$ cat config.mk
export PLATFORM = sky130hd
export DESIGN_NAME = differential_pump_valve_controller_flat
export DESIGN_NICKNAME = d
export VERILOG_FILES = /design/src/sv/dpvc_pkg.sv /design/src/sv/dpvc_if.sv /design/src/sv/dpvc_poly.sv /design/src/sv/differential_pump_valve_controller.sv /design/src/flat_wrapper.sv
export SDC_FILE = /design/constraint.sdc
export NUM_CORES = 2
export LEC_CHECK = 0
export ABC_AREA = 1
export BUFFER_PORTS_ARGS = -buffer_cell sky130_fd_sc_hd__clkbuf_2
export CELL_PAD_IN_SITES_DETAIL_PLACEMENT = 1
export CELL_PAD_IN_SITES_GLOBAL_PLACEMENT = 2
export CORE_UTILIZATION = 37
export CTS_CLUSTER_DIAMETER = 150
export DETAILED_ROUTE_END_ITERATION = 8
export PLACE_DENSITY = 0.89
export REMOVE_ABC_BUFFERS = 1
export SYNTH_ARGS = -nofsm -noshare
export SYNTH_HDL_FRONTEND = slang
export SYNTH_SLANG_ARGS = --single-unit
$ cat constraint.sdc
create_clock -name clk_i -period 9.27 [get_ports clk_i]
set_input_delay 0.4635 -clock clk_i [delete_from_list [all_inputs] [get_ports clk_i]]
set_output_delay 0.4635 -clock clk_i [all_outputs]
set_load 0.01 [all_outputs]
$ cat src/sv/dpvc_pkg.sv
// ----------------------------------------------------------------------------
// Differential pump valve controller package
// Shared widths, register indexes and the types passed between the modules.
// ----------------------------------------------------------------------------
package dpvc_pkg;

  localparam int CoeffBits  = 48;
  localparam int FracBits   = 32;
  localparam int TempBits   = 16;
  localparam int GapBits    = 6;
  localparam int ThrBits    = 12;
  localparam int LevelBits  = 3;
  localparam int DigitBits  = 4;
  localparam int CfgIdxBits = 3;

  localparam logic [ThrBits-1:0]    ThrReset  = 12'd2000;
  localparam logic [LevelBits-1:0]  LevelFull = 3'd5;
  localparam logic [LevelBits-1:0]  LevelFour = 3'd4;
  localparam logic [LevelBits-1:0]  LevelThree = 3'd3;
  localparam logic [LevelBits-1:0]  LevelTwo  = 3'd2;
  localparam logic [LevelBits-1:0]  LevelOne  = 3'd1;
  localparam logic [LevelBits-1:0]  LevelEmpty = 3'd0;

  localparam logic [CfgIdxBits-1:0] RegCoeffSquare   = 3'd0;
  localparam logic [CfgIdxBits-1:0] RegCoeffLinear   = 3'd1;
  localparam logic [CfgIdxBits-1:0] RegCoeffOffset   = 3'd2;
  localparam logic [CfgIdxBits-1:0] RegStoreGap      = 3'd3;
  localparam logic [CfgIdxBits-1:0] RegActiveGap     = 3'd4;
  localparam logic [CfgIdxBits-1:0] RegEndGap        = 3'd5;
  localparam logic [CfgIdxBits-1:0] RegLevelThreshold = 3'd6;

  typedef struct packed {
    logic [CoeffBits-1:0] square;
    logic [CoeffBits-1:0] linear;
    logic [CoeffBits-1:0] offset;
  } coeff_t;

  typedef struct packed {
    logic                done;
    logic [TempBits-1:0] temp;
  } poly_rsp_t;

endpackage

$ cat src/sv/dpvc_if.sv
// ----------------------------------------------------------------------------
// Differential pump valve controller channels
// Sample, result and configuration channels with valid/ready handshakes.
// ----------------------------------------------------------------------------
interface dpvc_sample_if #(
  parameter int SensorBits = 12
);
  logic                  valid;
  logic                  ready;
  logic [SensorBits-1:0] temp_active_raw;
  logic [SensorBits-1:0] temp_end_raw;
  logic [SensorBits-1:0] temp_ref_raw;
  logic [SensorBits-1:0] temp_store_raw;
  logic [SensorBits-1:0] level_one;
  logic [SensorBits-1:0] level_two;
  logic [SensorBits-1:0] level_three;
  logic [SensorBits-1:0] level_four;
  logic [SensorBits-1:0] level_five;

  modport source (
    output valid, temp_active_raw, temp_end_raw, temp_ref_raw, temp_store_raw,
           level_one, level_two, level_three, level_four, level_five,
    input  ready
  );
  modport sink (
    input  valid, temp_active_raw, temp_end_raw, temp_ref_raw, temp_store_raw,
           level_one, level_two, level_three, level_four, level_five,
    output ready
  );
endinterface

interface dpvc_result_if;
  logic                           valid;
  logic                           ready;
  logic                           pump_on;
  logic                           valve_on;
  logic [dpvc_pkg::LevelBits-1:0] tank_level;

  modport source (output valid, pump_on, valve_on, tank_level, input ready);
  modport sink   (input  valid, pump_on, valve_on, tank_level, output ready);
endinterface

interface dpvc_cfg_if;
  logic                            valid;
  logic                            ready;
  logic [dpvc_pkg::CfgIdxBits-1:0] index;
  logic [dpvc_pkg::CoeffBits-1:0]  data;

  modport source (output valid, index, data, input ready);
  modport sink   (input  valid, index, data, output ready);
endinterface

$ cat src/sv/dpvc_poly.sv
// ----------------------------------------------------------------------------
// Digit-serial temperature polynomial
// Evaluates ((square * x + linear) * x + offset) exactly, one 4-bit digit of x
// per cycle, then clamps the integer part to the 16-bit temperature range.
// ----------------------------------------------------------------------------
module dpvc_poly #(
  parameter int SensorBits = 12
) (
  input  logic                  clk_i,
  input  logic                  rst_ni,
  input  logic                  start_i,
  input  logic [SensorBits-1:0] x_i,
  input  dpvc_pkg::coeff_t      coeff_i,
  output dpvc_pkg::poly_rsp_t   rsp_o
);
  import dpvc_pkg::*;

  localparam int NumDigits = (SensorBits + DigitBits - 1) / DigitBits;
  localparam int XBits     = NumDigits * DigitBits;
  localparam int MulBits   = CoeffBits + XBits + 1;
  localparam int AccBits   = CoeffBits + 2 * XBits + 2;
  localparam int ProdBits  = MulBits + DigitBits + 1;
  localparam int CntBits   = $clog2(NumDigits);

  localparam logic [1:0] PIdle = 2'd0;
  localparam logic [1:0] PMul  = 2'd1;
  localparam logic [1:0] PAdd  = 2'd2;
  localparam logic [1:0] PDone = 2'd3;

  logic [1:0]                state_q, state_d;
  logic                      pass_q, pass_d;
  logic [CntBits-1:0]        cnt_q, cnt_d;
  logic [XBits-1:0]          x_sh_q, x_sh_d;
  logic signed [MulBits-1:0] m_q, m_d;
  logic signed [AccBits-1:0] acc_q, acc_d;

  logic [DigitBits-1:0]       digit;
  logic signed [ProdBits-1:0] prod;
  logic signed [AccBits-1:0]  prod_ext;
  logic signed [AccBits-1:0]  lin_ext;
  logic signed [AccBits-1:0]  off_ext;
  logic signed [AccBits-1:0]  acc_sum;
  logic                       over;

  assign digit    = x_sh_q[XBits-1 -: DigitBits];
  assign prod     = m_q * $signed({1'b0, digit});
  assign prod_ext = $signed({{(AccBits - ProdBits){prod[ProdBits-1]}}, prod});
  assign lin_ext  = $signed({{(AccBits - CoeffBits){coeff_i.linear[CoeffBits-1]}},
                             coeff_i.linear});
  assign off_ext  = $signed({{(AccBits - CoeffBits){coeff_i.offset[CoeffBits-1]}},
                             coeff_i.offset});
  assign acc_sum  = acc_q + (pass_q ? off_ext : lin_ext);

  always_comb begin
    state_d = state_q;
    pass_d  = pass_q;
    cnt_d   = cnt_q;
    x_sh_d  = x_sh_q;
    m_d     = m_q;
    acc_d   = acc_q;
    unique case (state_q)
      PIdle: begin
        if (start_i) begin
          x_sh_d  = XBits'(x_i);
          m_d     = $signed({{(MulBits - CoeffBits){coeff_i.square[CoeffBits-1]}},
                             coeff_i.square});
          acc_d   = '0;
          pass_d  = 1'b0;
          cnt_d   = '0;
          state_d = PMul;
        end
      end
      PMul: begin
        acc_d  = (acc_q <<< DigitBits) + prod_ext;
        x_sh_d = {x_sh_q[XBits-DigitBits-1:0], x_sh_q[XBits-1 -: DigitBits]};
        cnt_d  = cnt_q + 1'b1;
        if (cnt_q == CntBits'(NumDigits - 1)) begin
          state_d = PAdd;
        end
      end
      PAdd: begin
        cnt_d = '0;
        if (pass_q) begin
          acc_d   = acc_sum;
          state_d = PDone;
        end else begin
          m_d     = acc_sum[MulBits-1:0];
          acc_d   = '0;
          pass_d  = 1'b1;
          state_d = PMul;
        end
      end
      PDone: begin
        state_d = PIdle;
      end
      default: begin
        state_d = PIdle;
      end
    endcase
  end

  always_ff @(posedge clk_i or negedge rst_ni) begin
    if (!rst_ni) begin
      state_q <= PIdle;
      pass_q  <= 1'b0;
      cnt_q   <= '0;
    end else begin
      state_q <= state_d;
      pass_q  <= pass_d;
      cnt_q   <= cnt_d;
    end
  end

  always_ff @(posedge clk_i) begin
    x_sh_q <= x_sh_d;
    m_q    <= m_d;
    acc_q  <= acc_d;
  end

  assign over = |acc_q[AccBits-2:FracBits+TempBits];

  always_comb begin
    rsp_o.done = (state_q == PDone);
    if (acc_q[AccBits-1]) begin
      rsp_o.temp = '0;
    end else if (over) begin
      rsp_o.temp = '1;
    end else begin
      rsp_o.temp = acc_q[FracBits+TempBits-1:FracBits];
    end
  end

endmodule

$ cat src/sv/differential_pump_valve_controller.sv
// ----------------------------------------------------------------------------
// Differential pump valve controller
// Classifies the tank level, converts four temperatures and drives pump/valve.
// ----------------------------------------------------------------------------
// One sample set is taken at a time. Its four temperatures are converted one
// after another on a single digit-serial multiply-accumulate unit that eats
// four bits of the reading per cycle. The result register lets the next
// sample set be taken while a result waits. Configuration writes are taken in
// every cycle and must happen while idle.
// ----------------------------------------------------------------------------
module differential_pump_valve_controller #(
  parameter int SensorBits = 12
) (
  input  logic          clk_i,
  input  logic          rst_ni,
  dpvc_sample_if.sink   sample_i,
  dpvc_result_if.source result_o,
  dpvc_cfg_if.sink      cfg_i
);
  import dpvc_pkg::*;

  localparam int LvlBits  = (SensorBits > ThrBits) ? SensorBits : ThrBits;
  localparam int DiffBits = TempBits + 2;

  localparam logic [1:0] SIdle   = 2'd0;
  localparam logic [1:0] SStart  = 2'd1;
  localparam logic [1:0] SWait   = 2'd2;
  localparam logic [1:0] SDecide = 2'd3;

  coeff_t             coeff_q;
  logic [GapBits-1:0] store_gap_q;
  logic [GapBits-1:0] active_gap_q;
  logic [GapBits-1:0] end_gap_q;
  logic [ThrBits-1:0] thr_q;

  logic [1:0]            state_q, state_d;
  logic [1:0]            tidx_q, tidx_d;
  logic [SensorBits-1:0] raw_q [4];
  logic [SensorBits-1:0] lvl_q [5];
  logic [TempBits-1:0]   temp_q [4];

  logic                 pump_q, valve_q;
  logic                 out_valid_q;
  logic [LevelBits-1:0] level_q;

  logic                 in_accept;
  logic                 out_free;
  logic                 load;
  poly_rsp_t            rsp;
  logic [LevelBits-1:0] level;
  logic [LvlBits-1:0]   thr_ext;
  logic signed [DiffBits-1:0] d_sto, d_act, d_end;
  logic                 set_cond, reset_cond;
  logic                 pump_n, valve_n;

  assign cfg_i.ready     = 1'b1;
  assign sample_i.ready  = (state_q == SIdle);
  assign in_accept       = sample_i.valid && sample_i.ready;
  assign out_free        = !out_valid_q || result_o.ready;
  assign load            = (state_q == SDecide) && out_free;

  dpvc_poly #(
    .SensorBits(SensorBits)
  ) u_poly (
    .clk_i  (clk_i),
    .rst_ni (rst_ni),
    .start_i(state_q == SStart),
    .x_i    (raw_q[tidx_q]),
    .coeff_i(coeff_q),
    .rsp_o  (rsp)
  );

  always_ff @(posedge clk_i or negedge rst_ni) begin
    if (!rst_ni) begin
      coeff_q      <= '0;
      store_gap_q  <= '0;
      active_gap_q <= '0;
      end_gap_q    <= '0;
      thr_q        <= ThrReset;
    end else if (cfg_i.valid) begin
      unique case (cfg_i.index)
        RegCoeffSquare:    coeff_q.square <= cfg_i.data;
        RegCoeffLinear:    coeff_q.linear <= cfg_i.data;
        RegCoeffOffset:    coeff_q.offset <= cfg_i.data;
        RegStoreGap:       store_gap_q    <= cfg_i.data[GapBits-1:0];
        RegActiveGap:      active_gap_q   <= cfg_i.data[GapBits-1:0];
        RegEndGap:         end_gap_q      <= cfg_i.data[GapBits-1:0];
        RegLevelThreshold: thr_q          <= cfg_i.data[ThrBits-1:0];
        default: ;
      endcase
    end
  end

  always_comb begin
    state_d = state_q;
    tidx_d  = tidx_q;
    unique case (state_q)
      SIdle: begin
        if (in_accept) begin
          tidx_d  = '0;
          state_d = SStart;
        end
      end
      SStart: begin
        state_d = SWait;
      end
      SWait: begin
        if (rsp.done) begin
          if (tidx_q == 2'd3) begin
            state_d = SDecide;
          end else begin
            tidx_d  = tidx_q + 1'b1;
            state_d = SStart;
          end
        end
      end
      SDecide: begin
        if (out_free) begin
          state_d = SIdle;
        end
      end
      default: begin
        state_d = SIdle;
      end
    endcase
  end

  always_ff @(posedge clk_i or negedge rst_ni) begin
    if (!rst_ni) begin
      state_q     <= SIdle;
      tidx_q      <= '0;
      out_valid_q <= 1'b0;
      pump_q      <= 1'b0;
      valve_q     <= 1'b0;
    end else begin
      state_q <= state_d;
      tidx_q  <= tidx_d;
      if (load) begin
        out_valid_q <= 1'b1;
        pump_q      <= pump_n;
        valve_q     <= valve_n;
      end else if (result_o.ready) begin
        out_valid_q <= 1'b0;
      end
    end
  end

  always_ff @(posedge clk_i) begin
    if (in_accept) begin
      raw_q[0] <= sample_i.temp_active_raw;
      raw_q[1] <= sample_i.temp_end_raw;
      raw_q[2] <= sample_i.temp_ref_raw;
      raw_q[3] <= sample_i.temp_store_raw;
      lvl_q[0] <= sample_i.level_one;
      lvl_q[1] <= sample_i.level_two;
      lvl_q[2] <= sample_i.level_three;
      lvl_q[3] <= sample_i.level_four;
      lvl_q[4] <= sample_i.level_five;
    end
    if ((state_q == SWait) && rsp.done) begin
      temp_q[tidx_q] <= rsp.temp;
    end
    if (load) begin
      level_q <= level;
    end
  end

  // The top probe tests for wet, the others for dry.
  assign thr_ext = LvlBits'(thr_q);

  always_comb begin
    if (LvlBits'(lvl_q[4]) > thr_ext) begin
      level = LevelFull;
    end else if (LvlBits'(lvl_q[3]) < thr_ext) begin
      level = LevelFour;
    end else if (LvlBits'(lvl_q[2]) < thr_ext) begin
      level = LevelThree;
    end else if (LvlBits'(lvl_q[1]) < thr_ext) begin
      level = LevelTwo;
    end else if (LvlBits'(lvl_q[0]) < thr_ext) begin
      level = LevelOne;
    end else begin
      level = LevelEmpty;
    end
  end

  assign d_sto = $signed({2'b00, temp_q[2]}) - $signed({2'b00, temp_q[3]});
  assign d_act = $signed({2'b00, temp_q[2]}) - $signed({2'b00, temp_q[0]});
  assign d_end = $signed({2'b00, temp_q[2]}) - $signed({2'b00, temp_q[1]});

  assign set_cond   = (d_sto >= $signed(DiffBits'(store_gap_q))) &&
                      (d_act <= $signed(DiffBits'(active_gap_q)));
  assign reset_cond = (d_end >= $signed(DiffBits'(end_gap_q)));

  always_comb begin
    pump_n  = pump_q;
    valve_n = valve_q;
    if (level == LevelFull) begin
      valve_n = 1'b0;
      if (reset_cond) begin
        pump_n = 1'b0;
      end else if (set_cond) begin
        pump_n = 1'b1;
      end
    end else begin
      pump_n = 1'b0;
      if (reset_cond) begin
        valve_n = 1'b0;
      end else if (set_cond) begin
        valve_n = 1'b1;
      end
    end
  end

  assign result_o.valid      = out_valid_q;
  assign result_o.pump_on    = pump_q;
  assign result_o.valve_on   = valve_q;
  assign result_o.tank_level = level_q;

endmodule

$ cat src/flat_wrapper.sv
// flat-port wrapper written by rule: the top's interface ports become plain ports
module differential_pump_valve_controller_flat import dpvc_pkg::*;
#(
  parameter int SensorBits = 12
)
  (clk_i, rst_ni, sample_i_valid, sample_i_temp_active_raw, sample_i_temp_end_raw, sample_i_temp_ref_raw, sample_i_temp_store_raw, sample_i_level_one, sample_i_level_two, sample_i_level_three, sample_i_level_four, sample_i_level_five, sample_i_ready, result_o_valid, result_o_pump_on, result_o_valve_on, result_o_tank_level, result_o_ready, cfg_i_valid, cfg_i_index, cfg_i_data, cfg_i_ready);
  dpvc_sample_if #(.SensorBits(SensorBits)) sample_i_i ();
  dpvc_result_if result_o_i ();
  dpvc_cfg_if cfg_i_i ();
  input  logic clk_i;
  input  logic rst_ni;
  input wire logic [$bits(sample_i_i.valid)-1:0] sample_i_valid;
  input wire logic [$bits(sample_i_i.temp_active_raw)-1:0] sample_i_temp_active_raw;
  input wire logic [$bits(sample_i_i.temp_end_raw)-1:0] sample_i_temp_end_raw;
  input wire logic [$bits(sample_i_i.temp_ref_raw)-1:0] sample_i_temp_ref_raw;
  input wire logic [$bits(sample_i_i.temp_store_raw)-1:0] sample_i_temp_store_raw;
  input wire logic [$bits(sample_i_i.level_one)-1:0] sample_i_level_one;
  input wire logic [$bits(sample_i_i.level_two)-1:0] sample_i_level_two;
  input wire logic [$bits(sample_i_i.level_three)-1:0] sample_i_level_three;
  input wire logic [$bits(sample_i_i.level_four)-1:0] sample_i_level_four;
  input wire logic [$bits(sample_i_i.level_five)-1:0] sample_i_level_five;
  output wire logic [$bits(sample_i_i.ready)-1:0] sample_i_ready;
  output wire logic [$bits(result_o_i.valid)-1:0] result_o_valid;
  output wire logic [$bits(result_o_i.pump_on)-1:0] result_o_pump_on;
  output wire logic [$bits(result_o_i.valve_on)-1:0] result_o_valve_on;
  output wire logic [$bits(result_o_i.tank_level)-1:0] result_o_tank_level;
  input wire logic [$bits(result_o_i.ready)-1:0] result_o_ready;
  input wire logic [$bits(cfg_i_i.valid)-1:0] cfg_i_valid;
  input wire logic [$bits(cfg_i_i.index)-1:0] cfg_i_index;
  input wire logic [$bits(cfg_i_i.data)-1:0] cfg_i_data;
  output wire logic [$bits(cfg_i_i.ready)-1:0] cfg_i_ready;
  assign sample_i_i.valid = sample_i_valid;
  assign sample_i_i.temp_active_raw = sample_i_temp_active_raw;
  assign sample_i_i.temp_end_raw = sample_i_temp_end_raw;
  assign sample_i_i.temp_ref_raw = sample_i_temp_ref_raw;
  assign sample_i_i.temp_store_raw = sample_i_temp_store_raw;
  assign sample_i_i.level_one = sample_i_level_one;
  assign sample_i_i.level_two = sample_i_level_two;
  assign sample_i_i.level_three = sample_i_level_three;
  assign sample_i_i.level_four = sample_i_level_four;
  assign sample_i_i.level_five = sample_i_level_five;
  assign sample_i_ready = sample_i_i.ready;
  assign result_o_valid = result_o_i.valid;
  assign result_o_pump_on = result_o_i.pump_on;
  assign result_o_valve_on = result_o_i.valve_on;
  assign result_o_tank_level = result_o_i.tank_level;
  assign result_o_i.ready = result_o_ready;
  assign cfg_i_i.valid = cfg_i_valid;
  assign cfg_i_i.index = cfg_i_index;
  assign cfg_i_i.data = cfg_i_data;
  assign cfg_i_ready = cfg_i_i.ready;
  differential_pump_valve_controller #(.SensorBits(SensorBits)) u_core (.clk_i(clk_i), .rst_ni(rst_ni), .sample_i(sample_i_i), .result_o(result_o_i), .cfg_i(cfg_i_i));
endmodule
After elaboration in Yosys (flattened, before gate mapping):

Memories as Yosys holds them, arrays and structs flattened.
Cells that the tools add are included.

* bits in registers: 336
* memory bits (writable): 172
* word-level logic and storage cells: 136
* memories kept: 3

* $add $sub $neg: 7
* $mul: 1
* magnitude comparators: 8
* equality and inequality tests: 23
* multiplexer cells: 43
* reductions and logical operators: 32

Memory list
* u_core.temp_q: depth 4, bits a word 16, read ports 4, clocked after Yosys merged registers in 0, wr ports 1, line differential_pump_valve_controller.sv:40 `logic [TempBits-1:0] temp_q [4];`
* u_core.lvl_q: depth 5, bits a word 12, read ports 5, clocked after Yosys merged registers in 0, wr ports 5, line differential_pump_valve_controller.sv:39 `logic [SensorBits-1:0] lvl_q [5];`
* u_core.raw_q: depth 4, bits a word 12, read ports 1, clocked after Yosys merged registers in 0, wr ports 4, line differential_pump_valve_controller.sv:38 `logic [SensorBits-1:0] raw_q [4];`

Operator list (number)
* 2-to-1 mux 74 bit: 3
* one-hot mux 74 bit (3 select lines): 1
* 2-to-1 mux 61 bit: 2
* one-hot mux 61 bit (2 select lines): 1
* adder 74 x 66 -> 74 bit: 1
* adder 74 bit: 1
* multiplier 61 x 5 -> 66 bit: 1
* subtractor 16 x 16 -> 17 bit: 3
* less-than comparator 12 bit: 4
* >= comparator 18 x 7 -> 1 bit: 2
* 2-to-1 mux 16 bit: 2
* AND reduction 2 bit: 13
* OR reduction 25 bit: 1
* one-hot mux 12 bit (2 select lines): 1
* 2-to-1 mux 2 bit: 11
* less-or-equal comparator 18 x 7 -> 1 bit: 1
* one-hot mux 2 bit (4 select lines): 2
* equality test 2 bit (second input constant): 6
* equality test 3 bit (second input constant): 4
* > comparator 12 bit: 1
* 2-to-1 mux 1 bit: 12
* 2-to-1 mux 12 bit: 1
* 2-to-1 mux 3 bit: 4
* != test 2 bit (second input constant): 5
* other kinds (18): 31

Logic depth before layout (Yosys ltp):

An unclocked memory read counts as a cell.

* depth in word-level cells: 10
* depth in mapped cells: 26
* mapped depth without buffers: 24

Hierarchy:

Synthesis repeated with hierarchy kept, for this count alone.

* cells, all modules: 6043
* area, all modules: 44391.3 um^2

By module, submodules not included
* dpvc_poly: times used 1, cells each 4277, area each 27326.2 um^2, seq. area each 4539.4 um^2
* differential_pump_valve_controller: times used 1, cells each 1766, area each 17065.1 um^2, seq. area each 9791.9 um^2

Worst setup path before layout:

No wires, ideal clock.

* path type: register to register
* start: register u_core.state_q[0]
* end: memory u_core.lvl_q[0][0] (enable)
* setup time: 0.707 ns
* arrival time: 7.871 ns
* required time: 8.563 ns
* path slack: 0.692 ns
* stages on the path, launching flop included: 3
* cells stage by stage: dfrtp_1 -> clkbuf_1 -> nor3_1

RTL lines
* start, declared: line differential_pump_valve_controller.sv:36 `logic [1:0] state_q, state_d;`
* start signal, assigned: line differential_pump_valve_controller.sv:130 `state_q <= SIdle;`
* start signal, assigned: line differential_pump_valve_controller.sv:136 `state_q <= state_d;`
* end, declared: line differential_pump_valve_controller.sv:39

Final worst setup path:

* start: register u_core.u_poly.x_sh_q[8]
* end: register u_core.u_poly.acc_q[72], data pin

* cells in the longest elaborated chain, start to end: 3

Ends and longest elaborated chain
* start, declared: line dpvc_poly.sv:33 `logic [XBits-1:0] x_sh_q, x_sh_d;`
* start signal, assigned: line dpvc_poly.sv:115 `x_sh_q <= x_sh_d;`
* multiplier 61 x 5 -> 66 bit: line dpvc_poly.sv:46 `assign prod = m_q * $signed({1'b0, digit});`
* adder 74 x 66 -> 74 bit: line dpvc_poly.sv:74 `acc_d = (acc_q <<< DigitBits) + prod_ext;`
* one-hot mux 74 bit (3 select lines): line dpvc_poly.sv:61 `unique case (state_q)`
* named net u_core.u_poly.acc_d[72]: line dpvc_poly.sv:35 `logic signed [AccBits-1:0] acc_q, acc_d;`
* end signal, assigned: line dpvc_poly.sv:117 `acc_q <= acc_d;`
* end, declared: line dpvc_poly.sv:35

The timed path passes the listed nets, and every way through them passes these cells.
A chain may end at the register's enable or synchronous reset.

==> flow_summary.yaml <==
synth:
  ys_ff_latch: 508
  yosys_warnings: 0
  synth_area_mm2: 0.0444
  yosys-top-cells-area: "edfxtp_1, nand2_1, dfrtp_1, inv_1, ha_1"
  yosysSeqAreaShare_pct: 32.3
  netlist_instances: 6153
  synth_top_area_share_pct: 21.8
  synth.avg_cell_area_um2: 7.22
  yosys.cell_types.count: 55
  synth_top_area_cell: "edfxtp_1"
drt:
  routedWlPerCell_um: 22.6
  drt_iter0_markers: 3123
  drt-pass1-iter-count: 5
  drc_errors: 0
  vias: 42262
  postRouteWirelength_mm: 182
  via_per_inst: 5.24
  ant_nets: 0
power_and_ir_drop:
  power.leakage_nw: 25.8
  power_switching_mw: 2.66
  p_int_mw: 4.63
  comb_power_share_pct: 27.1
  switching_share_pct: 36.5
  total_power_mw: 7.28
  power_density_mw_per_mm2: 145
  power_frac_seq_pct: 36.3
  ir_drop_mv: 0.166
  clockPowerShare_pct: 36.6
die:
  initial_core_util_pct: 37.5
  die_y_um: 348
  ioPinCount: 172
  core_area_mm2: 0.119
  fp.dieW_um: 348
  fp.dieArea_mm2: 0.121
  fp-row-count: 126
setup_path:
  end_kind: "flip-flop"
  setup.worst_path.start_class: "flip-flop"
  rrSetupSlack_ps: 2560
  r2r-end: "u_core.u_poly.acc_q[72]$_DFFE_PP_"
  setup.worst_path.start: "u_core.u_poly.x_sh_q[8]$_DFFE_PP_"
  required_ps: 9590
  cp_data_arrival_time_ps: 7030
  reg2reg_from: "u_core.u_poly.x_sh_q[8]$_DFFE_PP_"
  critical_path_peak_fanout: 55
  path_class: "reg -> reg"
  ff2ff_path_depth: 17
global_routing:
  antenna_found_initial: 11
  grt_pass1_vias: 44579
  grt_start_max_net_pins: 97
  grt-ovfl-total: 0
  grt_pass1_wl_mm: 274
  grtUsageTotal_pct: 30.1
sta:
  period_minus_slack_ps: 6710
  setup_viol: 0
  drv_slew: 0
  max_slew_margin_pct: 25.0
  rsz0062_at_grt: "no"
  finalClockSkew_ps: 78.4
  fin_tns_setup_ps: 0
  tightest_slew_ps: 1110
  max_freq_mhz: 149
  post-route-period-util_pct: 72.4
  hold_viol_final: 0
clocking:
  cts_htree_levels: 3
  cts_setup_buffers: 0
  clock_latency_ps: 690
  cts_tree: "built"
  root_buffer: "clkbuf_16"
  clock-sinks: 508
  cts_buffers: 66
  cts-resized-gates: 0
  clk_pin_slew_worst_paths_ps: 60
  clock_path_buffers: 3
cells_and_area:
  drive_above_1_share_pct: 5.97
  fill_cells: 15054
  area_growth_syn_to_layout_pct: 13.4
  post-route-util_pct: 42.5
  regArea_mm2: 0.0143
  multi_input_area_mm2: 0.0251
  nNetsFinal: 7120
placement:
  port_buffers: 170
  place.gp.congestion: 1.03
  hpwl_mm: 145
run:
  drv_cap: 0
outcome:
  status: "finished clean"
min_path:
  min_from: "cfg_i_data[15]"
  worstHoldPathCells: 3
  hp-class: "in -> reg"
  hold_end: "u_core.coeff_q[15]$_DFFE_PN0P_"
==> flip-flops by register name (all words and copies together), names as in the netlist, 12 cells and up <==
name / cells
u_core.u_poly.m_q: 61
u_core.raw_q: 48
u_core.thr_ext: 12
u_core.coeff_q: 144
u_core.u_poly.x_sh_q: 12
u_core.lvl_q: 60
u_core.temp_q: 64
u_core.u_poly.acc_q: 74
==> final cells by class <==
type / instances / share of cell area, %
flip-flops and latches: 508 / 28.5
diodes: 8 / 0.0398
repair buffers: 303 / 4.24
multi-input cells: 4321 / 49.9
clock buffers: 86 / 3.51
inverters: 1200 / 8.95
well taps: 1600 / 3.98
clock inverters: 36 / 0.904
==> routing by layer <==
metal / routed length [um] / global-route usage [%] / up-vias
li1: - / - / 19851
met1: 80400 / 40.0 / 20911
met2: 83500 / 49.4 / 1191
met3: 10600 / 4.11 / 303
met4: 7760 / 11.9 / 6
met5: 44 / 0 / -
==> power by group through the flow <==
stage / sequential, mW / combinational, mW / clock, mW
5_1_grt: 2.66 / 2.17 / 2.78
4_1_cts: 2.64 / 1.92 / 2.68
3_3_place_gp: 2.68 / 1.82 / 0
2_1_floorplan: 2.66 / 1.20 / 0
3_5_place_dp: 2.68 / 1.87 / 0
6_report: 2.64 / 1.98 / 2.66
==> critical path: stages (launching register included) <==
cell and delay [ps]:
edfxtp_1 530, buf_4 670, nand2_1 490, inv_1 490, fa_1 510, ha_1 200, or2_2 300, fa_1 460
ha_1 460, nand2_1 140, nor2_1 260, nand2_1 160, nor3_1 700, nand3_1 430, nand3_1 200, nand2_1 70
nand3_1 80, a21oi_1 100
==> synthesized netlist by cell type, drive strengths merged <==
cell	instances
a21boi	4
a21o	11
a21oi	388
a221oi	1
a31oi	12
a32oi	1
a41oi	1
and2	6
and3	2
buf	24
clkbuf	100
clkinv	1
conb	1
dfrtp	180
dfstp	6
edfxtp	322
fa	204
ha	352
inv	1199
nand2	1976
nand3	285
nand3b	43
nand4	62
nor2	452
nor3	39
nor3b	1
nor4	9
o2111ai	1
o211ai	3
o21a	11
o21ai	340
o21bai	34
o221ai	1
o22ai	2
o311ai	1
o31a	1
o31ai	5
o41ai	1
or2	26
xnor2	8
xor2	37
==> placed cells by master, fill, tap and decap left out, types with 7 or more instances in the layout <==
cell              n
nand3_2           7
dfrtp_1         179
nand3b_1         43
edfxtp_1        322
clkbuf_2        169
nor2_2            9
nand2_2          17
buf_4            23
o21a_1           11
nand4_1          62
nor3_1           33
fa_1            204
o21bai_1         34
or2_2            21
clkinv_2         10
clkinv_1          9
nand2_1        1956
clkbuf_16        66
ha_1            350
nand3_1         278
inv_1          1191
xor2_1           37
a31oi_1          12
o21ai_0         332
nor4_1            9
a21oi_1         381
clkbuf_1         16
diode_2           8
xnor2_1           8
a21o_1           11
nor2_1          443
clkinv_16         7
dlygate4sd3_1   110
==> cell families after synthesis <==
family,count (synthesis),share of synthesized area (%)
xor+xnor,45,0.888
flops,508,32.3
fa+ha+maj,556,19.1
buf+inv,1324,11.2
simple gates,2901,26.7
other cells,1,0.00845
compound gates,818,9.81
==> per-stage QoR <==
step           cell area, um2  hold WS, ps  cells  setup slack, ps
6_report                50400         67.3   8062             2560
4_1_cts                 50300         32.7   8054             2700
3_5_place_dp            47000          473   7822             2770
5_1_grt                 50300         87.1   8057             2250
2_1_floorplan           43900          168   6029              762
3_3_place_gp            47000          466   7822             2960
==> worst max path at each step <==
stage | cells past startpoint | endpoint | slack, ps
after global routing | 17 | u_core.u_poly.acc_q[72]$_DFFE_PP_ | 2250
after global placement | 17 | u_core.u_poly.acc_q[72]$_DFFE_PP_ | 2960
after floorplan | 2 | u_core.lvl_q[0][0]$_DFFE_PP_ | 760
final | 17 | u_core.u_poly.acc_q[72]$_DFFE_PP_ | 2560
after detailed placement | 19 | u_core.u_poly.acc_q[68]$_DFFE_PP_ | 2770
after CTS | 17 | u_core.u_poly.acc_q[72]$_DFFE_PP_ | 2700
==> what timing repair did <==
action | in CTS | in global routing
hold endpoints to repair | 189 | 0
setup endpoints to repair | 0 | 0
hold buffers | 110 | 0
Note: power is estimated with default switching activity, not from simulation.
